**src/rtl/lbs_pkg.sv**
```systemverilog
// ----------------------------------------------------------------------------
// lbs_pkg
// Shared types and constants of the linear blend skinning unit.
// ----------------------------------------------------------------------------
`timescale 1ns / 1ps
`default_nettype none

package lbs_pkg;

  // Table geometry
  localparam int JOINTS      = 24;
  localparam int ELEMS       = 16;
  localparam int TABLE_DEPTH = JOINTS * ELEMS;
  localparam int ADDR_W      = $clog2(TABLE_DEPTH);

  // Fixed-point formats
  localparam int VERT_FRAC   = 20;
  localparam int WEIGHT_FRAC = 16;
  localparam int ELEM_W      = 32;
  localparam int VERT_W      = 24;
  localparam int WEIGHT_W    = 17;
  localparam int PROD_W      = ELEM_W + VERT_W;        // Q12.44 product
  localparam int D_W         = PROD_W + 2;             // sum of four products
  localparam int S_W         = D_W - VERT_FRAC;        // Q14.24 row value
  localparam int T_W         = S_W + WEIGHT_W + 1;     // weighted row value
  localparam int U_W         = T_W - WEIGHT_FRAC;      // rounded weighted value
  localparam int ACC_W       = 56;
  localparam int OUT_W       = 32;

  // Homogeneous coordinate 1.0 in Q4.20
  localparam logic signed [VERT_W-1:0] V_ONE = VERT_W'(1 << VERT_FRAC);

  // Action codes
  localparam logic ACT_LOAD = 1'b0;
  localparam logic ACT_TERM = 1'b1;

  typedef struct packed {
    logic                        action;
    logic [4:0]                  joint;
    logic [3:0]                  element;
    logic signed [ELEM_W-1:0]    element_value;
    logic [WEIGHT_W-1:0]         weight;
    logic signed [VERT_W-1:0]    vertex_x;
    logic signed [VERT_W-1:0]    vertex_y;
    logic signed [VERT_W-1:0]    vertex_z;
    logic                        last_term;
  } lbs_in_t;

  typedef struct packed {
    logic signed [OUT_W-1:0] out_x;
    logic signed [OUT_W-1:0] out_y;
    logic signed [OUT_W-1:0] out_z;
    logic signed [OUT_W-1:0] out_w;
    logic                    saturated;
  } lbs_out_t;

  // Controller to datapath
  typedef struct packed {
    logic       tbl_we;   // write table element from input transfer
    logic       latch;    // capture term fields from input transfer
    logic       rd;       // read table element at (row, col)
    logic       mul;      // element times vertex component
    logic       add;      // accumulate row dot product
    logic       d_first;  // first column of a row
    logic       rnd;      // round dot product to Q14.24
    logic       wmul;     // multiply by weight
    logic       acc;      // round and add into row accumulator
    logic       emit;     // load output register, clear accumulators
    logic [1:0] row;
    logic [1:0] col;
  } lbs_cmd_t;

  // Datapath to controller
  typedef struct packed {
    logic in_term;
    logic in_joint_ok;
    logic last_term;
    logic out_free;
  } lbs_stat_t;

endpackage

`default_nettype wire

```
**src/rtl/lbs_ctrl.sv**
```systemverilog
// ----------------------------------------------------------------------------
// lbs_ctrl
// Sequencer: walks the sixteen table elements of a term, row by row, and
// steps the datapath through multiply, round, weight and accumulate.
// ----------------------------------------------------------------------------
`timescale 1ns / 1ps
`default_nettype none

module lbs_ctrl (
  input  wire logic              clk_i,
  input  wire logic              rst_ni,
  input  wire logic              in_valid_i,
  output logic                   in_stall_o,
  input  wire lbs_pkg::lbs_stat_t stat_i,
  output lbs_pkg::lbs_cmd_t      cmd_o
);
  import lbs_pkg::*;

  typedef enum logic [2:0] {
    ST_IDLE,
    ST_READ,
    ST_MUL,
    ST_ADD,
    ST_RND,
    ST_WMUL,
    ST_ACC,
    ST_FIN
  } state_e;

  state_e     state_q, state_d;
  logic [1:0] row_q, row_d;
  logic [1:0] col_q, col_d;
  logic       accept;

  assign in_stall_o = (state_q != ST_IDLE);
  assign accept     = in_valid_i && (state_q == ST_IDLE);

  // Next state and command decode
  always_comb begin
    state_d = state_q;
    row_d   = row_q;
    col_d   = col_q;
    cmd_o   = '0;
    cmd_o.row = row_q;
    cmd_o.col = col_q;
    case (state_q)
      ST_IDLE: begin
        if (accept) begin
          if (stat_i.in_term == ACT_TERM) begin
            cmd_o.latch = 1'b1;
            row_d       = '0;
            col_d       = '0;
            state_d     = stat_i.in_joint_ok ? ST_READ : ST_FIN;
          end else begin
            cmd_o.tbl_we = stat_i.in_joint_ok;
          end
        end
      end
      ST_READ: begin
        cmd_o.rd = 1'b1;
        state_d  = ST_MUL;
      end
      ST_MUL: begin
        cmd_o.mul = 1'b1;
        state_d   = ST_ADD;
      end
      ST_ADD: begin
        cmd_o.add     = 1'b1;
        cmd_o.d_first = (col_q == 2'd0);
        col_d         = col_q + 2'd1;
        state_d       = (col_q == 2'd3) ? ST_RND : ST_READ;
      end
      ST_RND: begin
        cmd_o.rnd = 1'b1;
        state_d   = ST_WMUL;
      end
      ST_WMUL: begin
        cmd_o.wmul = 1'b1;
        state_d    = ST_ACC;
      end
      ST_ACC: begin
        cmd_o.acc = 1'b1;
        row_d     = row_q + 2'd1;
        state_d   = (row_q == 2'd3) ? ST_FIN : ST_READ;
      end
      ST_FIN: begin
        // a vertex result waits here until the output register is free
        if (!stat_i.last_term) begin
          state_d = ST_IDLE;
        end else if (stat_i.out_free) begin
          cmd_o.emit = 1'b1;
          state_d    = ST_IDLE;
        end
      end
      default: state_d = ST_IDLE;
    endcase
  end

  // State and counters
  always_ff @(posedge clk_i or negedge rst_ni) begin
    if (!rst_ni) begin
      state_q <= ST_IDLE;
      row_q   <= '0;
      col_q   <= '0;
    end else begin
      state_q <= state_d;
      row_q   <= row_d;
      col_q   <= col_d;
    end
  end

endmodule

`default_nettype wire

```
**config.mk**
```make
export PLATFORM = sky130hd
export DESIGN_NAME = lbs_ctrl
export DESIGN_NICKNAME = d
export VERILOG_FILES = /design/src/rtl/lbs_pkg.sv /design/src/rtl/lbs_ctrl.sv
export SDC_FILE = /design/constraint.sdc
export NUM_CORES = 1
export LEC_CHECK = 0
export BUFFER_PORTS_ARGS = -buffer_cell sky130_fd_sc_hd__buf_2
export CAP_MARGIN = 20
export CELL_PAD_IN_SITES_DETAIL_PLACEMENT = 1
export CELL_PAD_IN_SITES_GLOBAL_PLACEMENT = 1
export CORE_MARGIN = 10
export CORE_UTILIZATION = 32
export DETAILED_ROUTE_END_ITERATION = 8
export PLACE_DENSITY_LB_ADDON = 0.1
export SYNTH_ARGS = -nofsm -noshare
export SYNTH_HDL_FRONTEND = slang
export SYNTH_SLANG_ARGS = --single-unit
```
**constraint.sdc**
```tcl
create_clock -name clk_i -period 2.35 [get_ports clk_i]
set_clock_uncertainty 0.1 [all_clocks]
set_input_delay 0.3525 -clock clk_i [delete_from_list [all_inputs] [get_ports clk_i]]
set_output_delay 0.3525 -clock clk_i [all_outputs]
set_load 0.03 [all_outputs]
```
### Word-level counts from Yosys, hierarchy flattened

Cells that the tools add are included.

| cells by class | value |
|---|---|
| add/subtract/negate cells | 2 |
| eq/ne operators | 12 |
| mux-type cells | 25 |
| reductions and logical operators | 9 |

Operators by type and width:

| cell | number |
|---|---|
| one-hot mux 3 bit (8 select lines) | 1 |
| two-way mux 3 bit | 7 |
| equality test 3 bit (second input constant) | 4 |
| two-way mux 1 bit | 10 |
| two-way mux 2 bit | 5 |
| AND reduction 3 bit | 3 |
| one-hot mux 2 bit (2 select lines) | 2 |
| equality test 3 x 2 -> 1 bit (second input constant) | 2 |
| adder 2 x 1 -> 2 bit (second input constant) | 2 |
| equality test 2 bit (second input constant) | 2 |
| != test 2 bit (second input constant) | 2 |
| nonzero test 2 bit | 2 |
| equality test 3 x 1 -> 1 bit (second input constant) | 1 |
| zero test 3 bit | 1 |
| != test 3 bit (second input constant) | 1 |
| nonzero test 3 bit | 1 |
| zero test 2 bit | 1 |
| logical AND 1 bit | 1 |

| word-level totals | value |
|---|---|
| flip-flop bits (word level) | 7 |
| logic and storage cells | 51 |

### Logic depth before layout (Yosys ltp)

Gate-level depths: netlist of run 1.

| depth | value |
|---|---|
| word-level depth | 4 |
| gate-level depth with buffers | 5 |
| depth with buffers taken out | 4 |

### Worst setup path before layout of run 1

Ideal clock, no wire load.

| path | value |
|---|---|
| kind | register -> output |
| from | reg state_q[1] |
| to | out cmd_o[13] in the netlist's numbering |
| arrival time | 1.633 ns |
| path slack | 0.264 ns |
| stages on the path, launching flop included | 4 |
| buffers on the path | 1 |
| cell sequence | dfrtp_1 > or3_1 > buf_6 > nor3_1 |

RTL lines:

| what | RTL line | text |
|---|---|---|
| start: declaration | lbs_ctrl.sv:30 | `state_e state_q, state_d;` |
| start signal: assignment | lbs_ctrl.sv:106 | `state_q <= state_d;` |
| end: declaration | lbs_ctrl.sv:15 | `output lbs_pkg::lbs_cmd_t cmd_o` |

==> results.sh, run 1 <==
export IMPL_outcome="finished clean"
export IMPL_critical_path_class="flop to output port"
export IMPL_avgViaCountPerCell=5.183
export IMPL_start_kind="flop"
export IMPL_routed_wl_mm=1.390
export IMPL_io_buffers=21
export IMPL_hold_ws_ns=0.3661
export IMPL_ios=22
export IMPL_yosys_cell_types_count=25
export IMPL_gp_congestion=0.6985
export IMPL_drc=0
export IMPL_p_leak_nw=0.3306
export IMPL_cp_arrival_ns=1.72
export IMPL_cp_required_ns=1.90
export IMPL_htreeDepth=1
export IMPL_grt_overflow=0
export IMPL_max_slew_worst_pin_slew_ns=0.3153
export IMPL_end_kind="output port"
export IMPL_synthesis_nets=65
export IMPL_rows=13
export IMPL_grtUsageTotal=0.08290
export IMPL_cpMaxStageDelayCell="or3_1"
export IMPL_ys_seq_elements=7
export IMPL_syn_area_sq_um=464.2
export IMPL_holdCritPathClass="primary input to async pin"
export IMPL_synth_xor_area_frac=0
export IMPL_drive_gt1_frac=0.3077
export IMPL_cp_cell_sequence="or3_1 -> nor2_1 -> buf_2"
export IMPL_post_cts_setup_buffer_count=0
export IMPL_syn_area_per_cell_sq_um=8.440
export IMPL_clk_pin_slew_ns=0.06
export IMPL_dieArea_sq_um=3374
export IMPL_root_buffer="clkbuf_4"
export IMPL_area_growth_pct=30.19
export IMPL_synthAdderAreaFrac=0.08086
export IMPL_synth_compound_area_frac=0.1968
export IMPL_start_util=0.3480
export IMPL_rsz0062_at_grt="no"
export IMPL_p_per_area_nw_per_um2=1445
export IMPL_slew_headroom=0.7898
export IMPL_diodes=0
export IMPL_synth_simple_area_share=0.2453
export IMPL_synthMuxAreaShare=0
export IMPL_cts_sinks=7
export IMPL_finalHoldViolCount=0
export IMPL_final_net_count=89
export IMPL_cts_resized=0
export IMPL_fp_coreArea_sq_um=1334
export IMPL_cts_buffer_depth=2
export IMPL_die_height_um=58.09
export IMPL_report_final_setup_viol=0
export IMPL_drtAntennaViolNets=0
export IMPL_reg2reg_depth=3
export IMPL_grt_max_degree=13
export IMPL_num_vias=482
export IMPL_cts_tree="built"
export IMPL_grt_antenna_before_repair=0
export IMPL_drv_cap=0
export IMPL_period_share=0.9233
export IMPL_wl_per_cell_um=14.95
export IMPL_ys_warnings_count=0
export IMPL_ir_drop_uv=580.0
export IMPL_cts_buffers=3
export IMPL_ys_seq_area_frac=0.3774
export IMPL_grt_pass1_vias=515
export IMPL_min_period_ns=2.170
export IMPL_fmax_mhz=460.9
export IMPL_clk_latency_ns=0.25
export IMPL_grt_pass1_wl_mm=2.277
export IMPL_drt_pass1_iter_count=4
export IMPL_hpwl_mm=1.153
export IMPL_synth_top_family_by_area="simple AND/OR/NAND/NOR gates"
export IMPL_chipWidth_um=58.09
export IMPL_first_iter_violations=6
export IMPL_maxSlewViolCount=0
export IMPL_crit_fanout=12
export IMPL_tns_ns=0
export IMPL_synth_cells=55
export IMPL_hold_buffers=1
export IMPL_cp_slowest_stage_delay_ns=0.53
==> where the power goes <==
group	switching (W)	leakage, nW	total, W	internal [W]
registers	0.0000866	0.0880	0.000263	0.000176
logic	0.000337	0.228	0.000499	0.000162
clock network	0.0000466	0.0150	0.000112	0.0000650
==> final timing paths <==
check                           start    endpoint  slack (ns)
setup / recovery           state_q[2]   cmd_o[12]        0.18
hold / removal                 rst_ni  state_q[1]        0.37
setup reg to reg           state_q[2]  state_q[2]        0.76
hold reg to reg              row_q[0]    row_q[0]        0.43
max in group asynchronous      rst_ni  state_q[2]        1.63
min in group clk_i          stat_i[3]  state_q[0]        0.38
==> kinds of logic after synthesis <==
group,Yosys count
buffers and inverters,10
AO/OA/AOI/OAI,14
adder cells (fa/ha/maj),3
AND/OR/NAND/NOR,21
flip-flops,7
==> critical path, delay by kind of cell, from the launching register on <==
family / cells / cell delay, ns
simple gates: 2 / 0.75
flops: 1 / 0.48
buf+inv: 1 / 0.23
==> layout by cell type (no fill, tap or decap) <==
cell           count
o2bb2ai_1          1
and3b_1            1
nand2_1            6
nor3_1             2
o22a_1             1
o31ai_1            1
buf_2             21
nand4_1            1
o21ai_0            4
or3_1              1
ha_1               3
nand3b_1           2
and3_1             1
and2_1             1
a21oi_1            2
dlygate4sd3_1      1
clkbuf_1           1
a211o_1            1
dfrtp_1            7
nor2b_1            1
nor2_1             3
a31oi_1            2
clkbuf_4           3
o211ai_1           2
inv_1              7
nor3b_1            2
==> layer usage <==
metal / GRT usage / vias up / share of wire
li1: - / 237 / -
met1: 0.09268 / 232 / 0.43
met2: 0.1411 / 13 / 0.52
met3: 0.02832 / 0 / 0.050
met4: 0.03020 / 0 / 0
met5: 0 / - / 0
==> registers in the layout, summed over array words and instances, names as in the netlist <==
signal / count
state_q: 3
col_q: 2
row_q: 2
==> synthesized netlist by cell type, drive strengths merged <==
master   instances  share of area
and3             1          0.013
clkbuf           1         0.0081
a211o            1          0.019
and3b            1          0.019
o211ai           2          0.032
or3              1          0.013
nand2            6          0.049
a31oi            2          0.027
dfrtp            7           0.38
a21oi            2          0.022
o22a             1          0.019
ha               3          0.081
o2bb2ai          1          0.019
nand4            1          0.013
nand3b           2          0.032
nor2b            1          0.013
o31ai            1          0.016
nor2             3          0.024
and2             1          0.013
nor3             2          0.022
o21ai            4          0.043
buf              2          0.035
nor3b            2          0.032
inv              7          0.057
==> layout make-up <==
type | count | area [sq um]
multi-input cells | 38 | 242.7
clock buffers | 4 | 26.28
repair buffers | 22 | 115.1
flip-flops and latches | 7 | 175.2
fillers | 181 | 729.5
inverters | 7 | 26.28
well taps | 15 | 18.77
==> stage by stage <==
stage / total power (W) / area, sq um / worst slack (ns) / instances / utilization
floorplan: 0.0006366 / 464.2 / 0.2641 / 55 / -
global placement: 0.0007667 / 568.0 / 0.4819 / 88 / 0.4259
detailed placement: 0.0007722 / 568.0 / 0.4551 / 88 / 0.4259
CTS: 0.0008900 / 604.3 / 0.1655 / 93 / 0.4531
global route: 0.0009542 / 604.3 / 0.04086 / 93 / 0.4531
finish: 0.0008733 / 604.3 / 0.1802 / 93 / 0.4531
Note: power is estimated with default switching activity, not from simulation.
==> run 2: changes to the inputs <==
--- a/config.mk
+++ b/config.mk
@@ -6,13 +6,13 @@
 export NUM_CORES = 1
 export LEC_CHECK = 0
 export BUFFER_PORTS_ARGS = -buffer_cell sky130_fd_sc_hd__buf_2
-export CAP_MARGIN = 20
 export CELL_PAD_IN_SITES_DETAIL_PLACEMENT = 1
 export CELL_PAD_IN_SITES_GLOBAL_PLACEMENT = 1
 export CORE_MARGIN = 10
 export CORE_UTILIZATION = 32
 export DETAILED_ROUTE_END_ITERATION = 8
 export PLACE_DENSITY_LB_ADDON = 0.1
+export RECOVER_POWER = 25
 export SYNTH_ARGS = -nofsm -noshare
 export SYNTH_HDL_FRONTEND = slang
 export SYNTH_SLANG_ARGS = --single-unit
==> run 2 against run 1 <==
- sequential power is essentially flat
- final cell count is the same
- combinational power is essentially flat
- clock-buffer cell count is the same
- critical path depth is the same
- total power is essentially flat
- first-iteration DRC count is the same
- core utilization shrank 0.094 points
- clock power is essentially flat
- largest cell class unchanged
==> results.sh, run 2 (synthesized netlist as in run 1, its figures left out) <==
export IMPL_outcome="finished clean"
export IMPL_cts_sinks=7
export IMPL_routed_wl_mm=1.389
export IMPL_report_final_setup_viol=0
export IMPL_design_area_sq_um=603.1
export IMPL_final_cell_mix="buf_2 (20), inv_1 (7), dfrtp_1 (7), nand2_1 (6), o21ai_0 (4)"
export IMPL_finalHoldViolCount=0
export IMPL_crit_fanout=12
export IMPL_first_iter_violations=6
export IMPL_avgViaCountPerCell=5.183
export IMPL_largest_reg_flops=3
export IMPL_ios=22
export IMPL_hold_ws_ns=0.3769
export IMPL_drive_gt1_frac=0.2949
export IMPL_holdCritPathClass="primary input to flop"
export IMPL_grt_pass1_wl_mm=2.277
export IMPL_drv_cap=0
export IMPL_diodes=0
export IMPL_final_net_count=89
export IMPL_root_buffer="clkbuf_4"
export IMPL_grtUsageTotal=0.08290
export IMPL_end_kind="output port"
export IMPL_postPlaceCellArea_sq_um=568.0
export IMPL_maxSlewViolCount=0
export IMPL_layout_commonest_cell="buf_2"
export IMPL_drtAntennaViolNets=0
export IMPL_fmax_mhz=460.9
export IMPL_drt_pass1_iter_count=4
export IMPL_chipWidth_um=58.09
export IMPL_p_per_area_nw_per_um2=1448
export IMPL_period_share=0.9233
export IMPL_start_util=0.3480
export IMPL_min_period_ns=2.170
export IMPL_p_leak_nw=0.3278
export IMPL_reg2reg_depth=3
export IMPL_max_slew_worst_pin_slew_ns=0.3907
export IMPL_multi_input_area_sq_um=242.7
export IMPL_dieArea_sq_um=3374
export IMPL_wl_per_cell_um=14.94
export IMPL_top_regs="state_q x3, col_q x2, row_q x2"
export IMPL_post_cts_setup_buffer_count=0
export IMPL_die_height_um=58.09
export IMPL_nFillCells=182
export IMPL_grt_antenna_before_repair=0
export IMPL_cts_buffers=3
export IMPL_tns_ns=0
export IMPL_rsz0062_at_grt="no"
export IMPL_cp_required_ns=1.90
export IMPL_fp_coreArea_sq_um=1334
export IMPL_num_vias=482
export IMPL_cts_resized=0
export IMPL_grt_max_degree=13
export IMPL_hpwl_mm=1.153
export IMPL_critical_path_class="flop to output port"
export IMPL_htreeDepth=1
export IMPL_ir_drop_uv=579.1
export IMPL_clk_latency_ns=0.25
export IMPL_gp_congestion=0.6985
export IMPL_start_kind="flop"
export IMPL_rows=13
export IMPL_hold_buffers=1
export IMPL_clk_pin_slew_ns=0.05
export IMPL_io_buffers=21
export IMPL_drc=0
export IMPL_min_path_cells=3
export IMPL_regArea_sq_um=175.2
export IMPL_cts_tree="built"
export IMPL_slew_headroom=0.7395
export IMPL_regMostFlops="state_q"
export IMPL_grt_overflow=0
export IMPL_finalPower_w=0.0008730
export IMPL_area_growth_pct=29.92
export IMPL_cp_arrival_ns=1.72
export IMPL_cts_buffer_depth=2
export IMPL_grt_pass1_vias=515
[run 2: cell count changes in the layout (fill, tap and decap cells not counted)]
cell / before / now
clkbuf_1: 1 / 2
buf_2: 21 / 20
[run 2: cell type report]
class	instances	area share
Clock buffer	4	0.04357
Multi-Input combinational cell	38	0.4025
Inverter	7	0.04357
Timing Repair Buffer	22	0.1888
Tap cell	15	0.03112
Sequential cell	7	0.2905
[run 2: layer usage]
layer	global-route usage	part of all wire
met1	0.09268	0.43
met2	0.1411	0.52
met3	0.02832	0.050
met4	0.03020	0
met5	0	0
[run 2: stage by stage]
step,instances,setup WS (ns),utilization
detailed placement,88,0.4551,0.4259
floorplan,55,0.2641,-
global route,93,0.04086,0.4522
global placement,88,0.4819,0.4259
CTS,93,0.1655,0.4531
finish,93,0.1803,0.4522
[run 2: path summary, 6_finish.rpt]
kind                             from    endpoint  slack (ns)
setup / recovery           state_q[2]   cmd_o[12]        0.18
hold / removal              stat_i[3]  state_q[0]        0.38
setup reg to reg           state_q[2]  state_q[2]        0.76
hold reg to reg              row_q[0]    row_q[0]        0.43
max in group asynchronous      rst_ni  state_q[2]        1.44
min in group asynchronous      rst_ni  state_q[1]        0.43
[run 2: report_power, final]
part / leakage (nW) / internal, W / switching, W / total [W]
Combinational: 0.225 / 0.000162 / 0.000337 / 0.000498
Clock: 0.0150 / 0.0000649 / 0.0000466 / 0.000112
Sequential: 0.0880 / 0.000176 / 0.0000866 / 0.000263
[run 2: worst max-delay path: stages (launching register included)]
cell and delay [ns]:
dfrtp_1 0.48, or3_1 0.53, nor2_1 0.22, buf_2 0.23
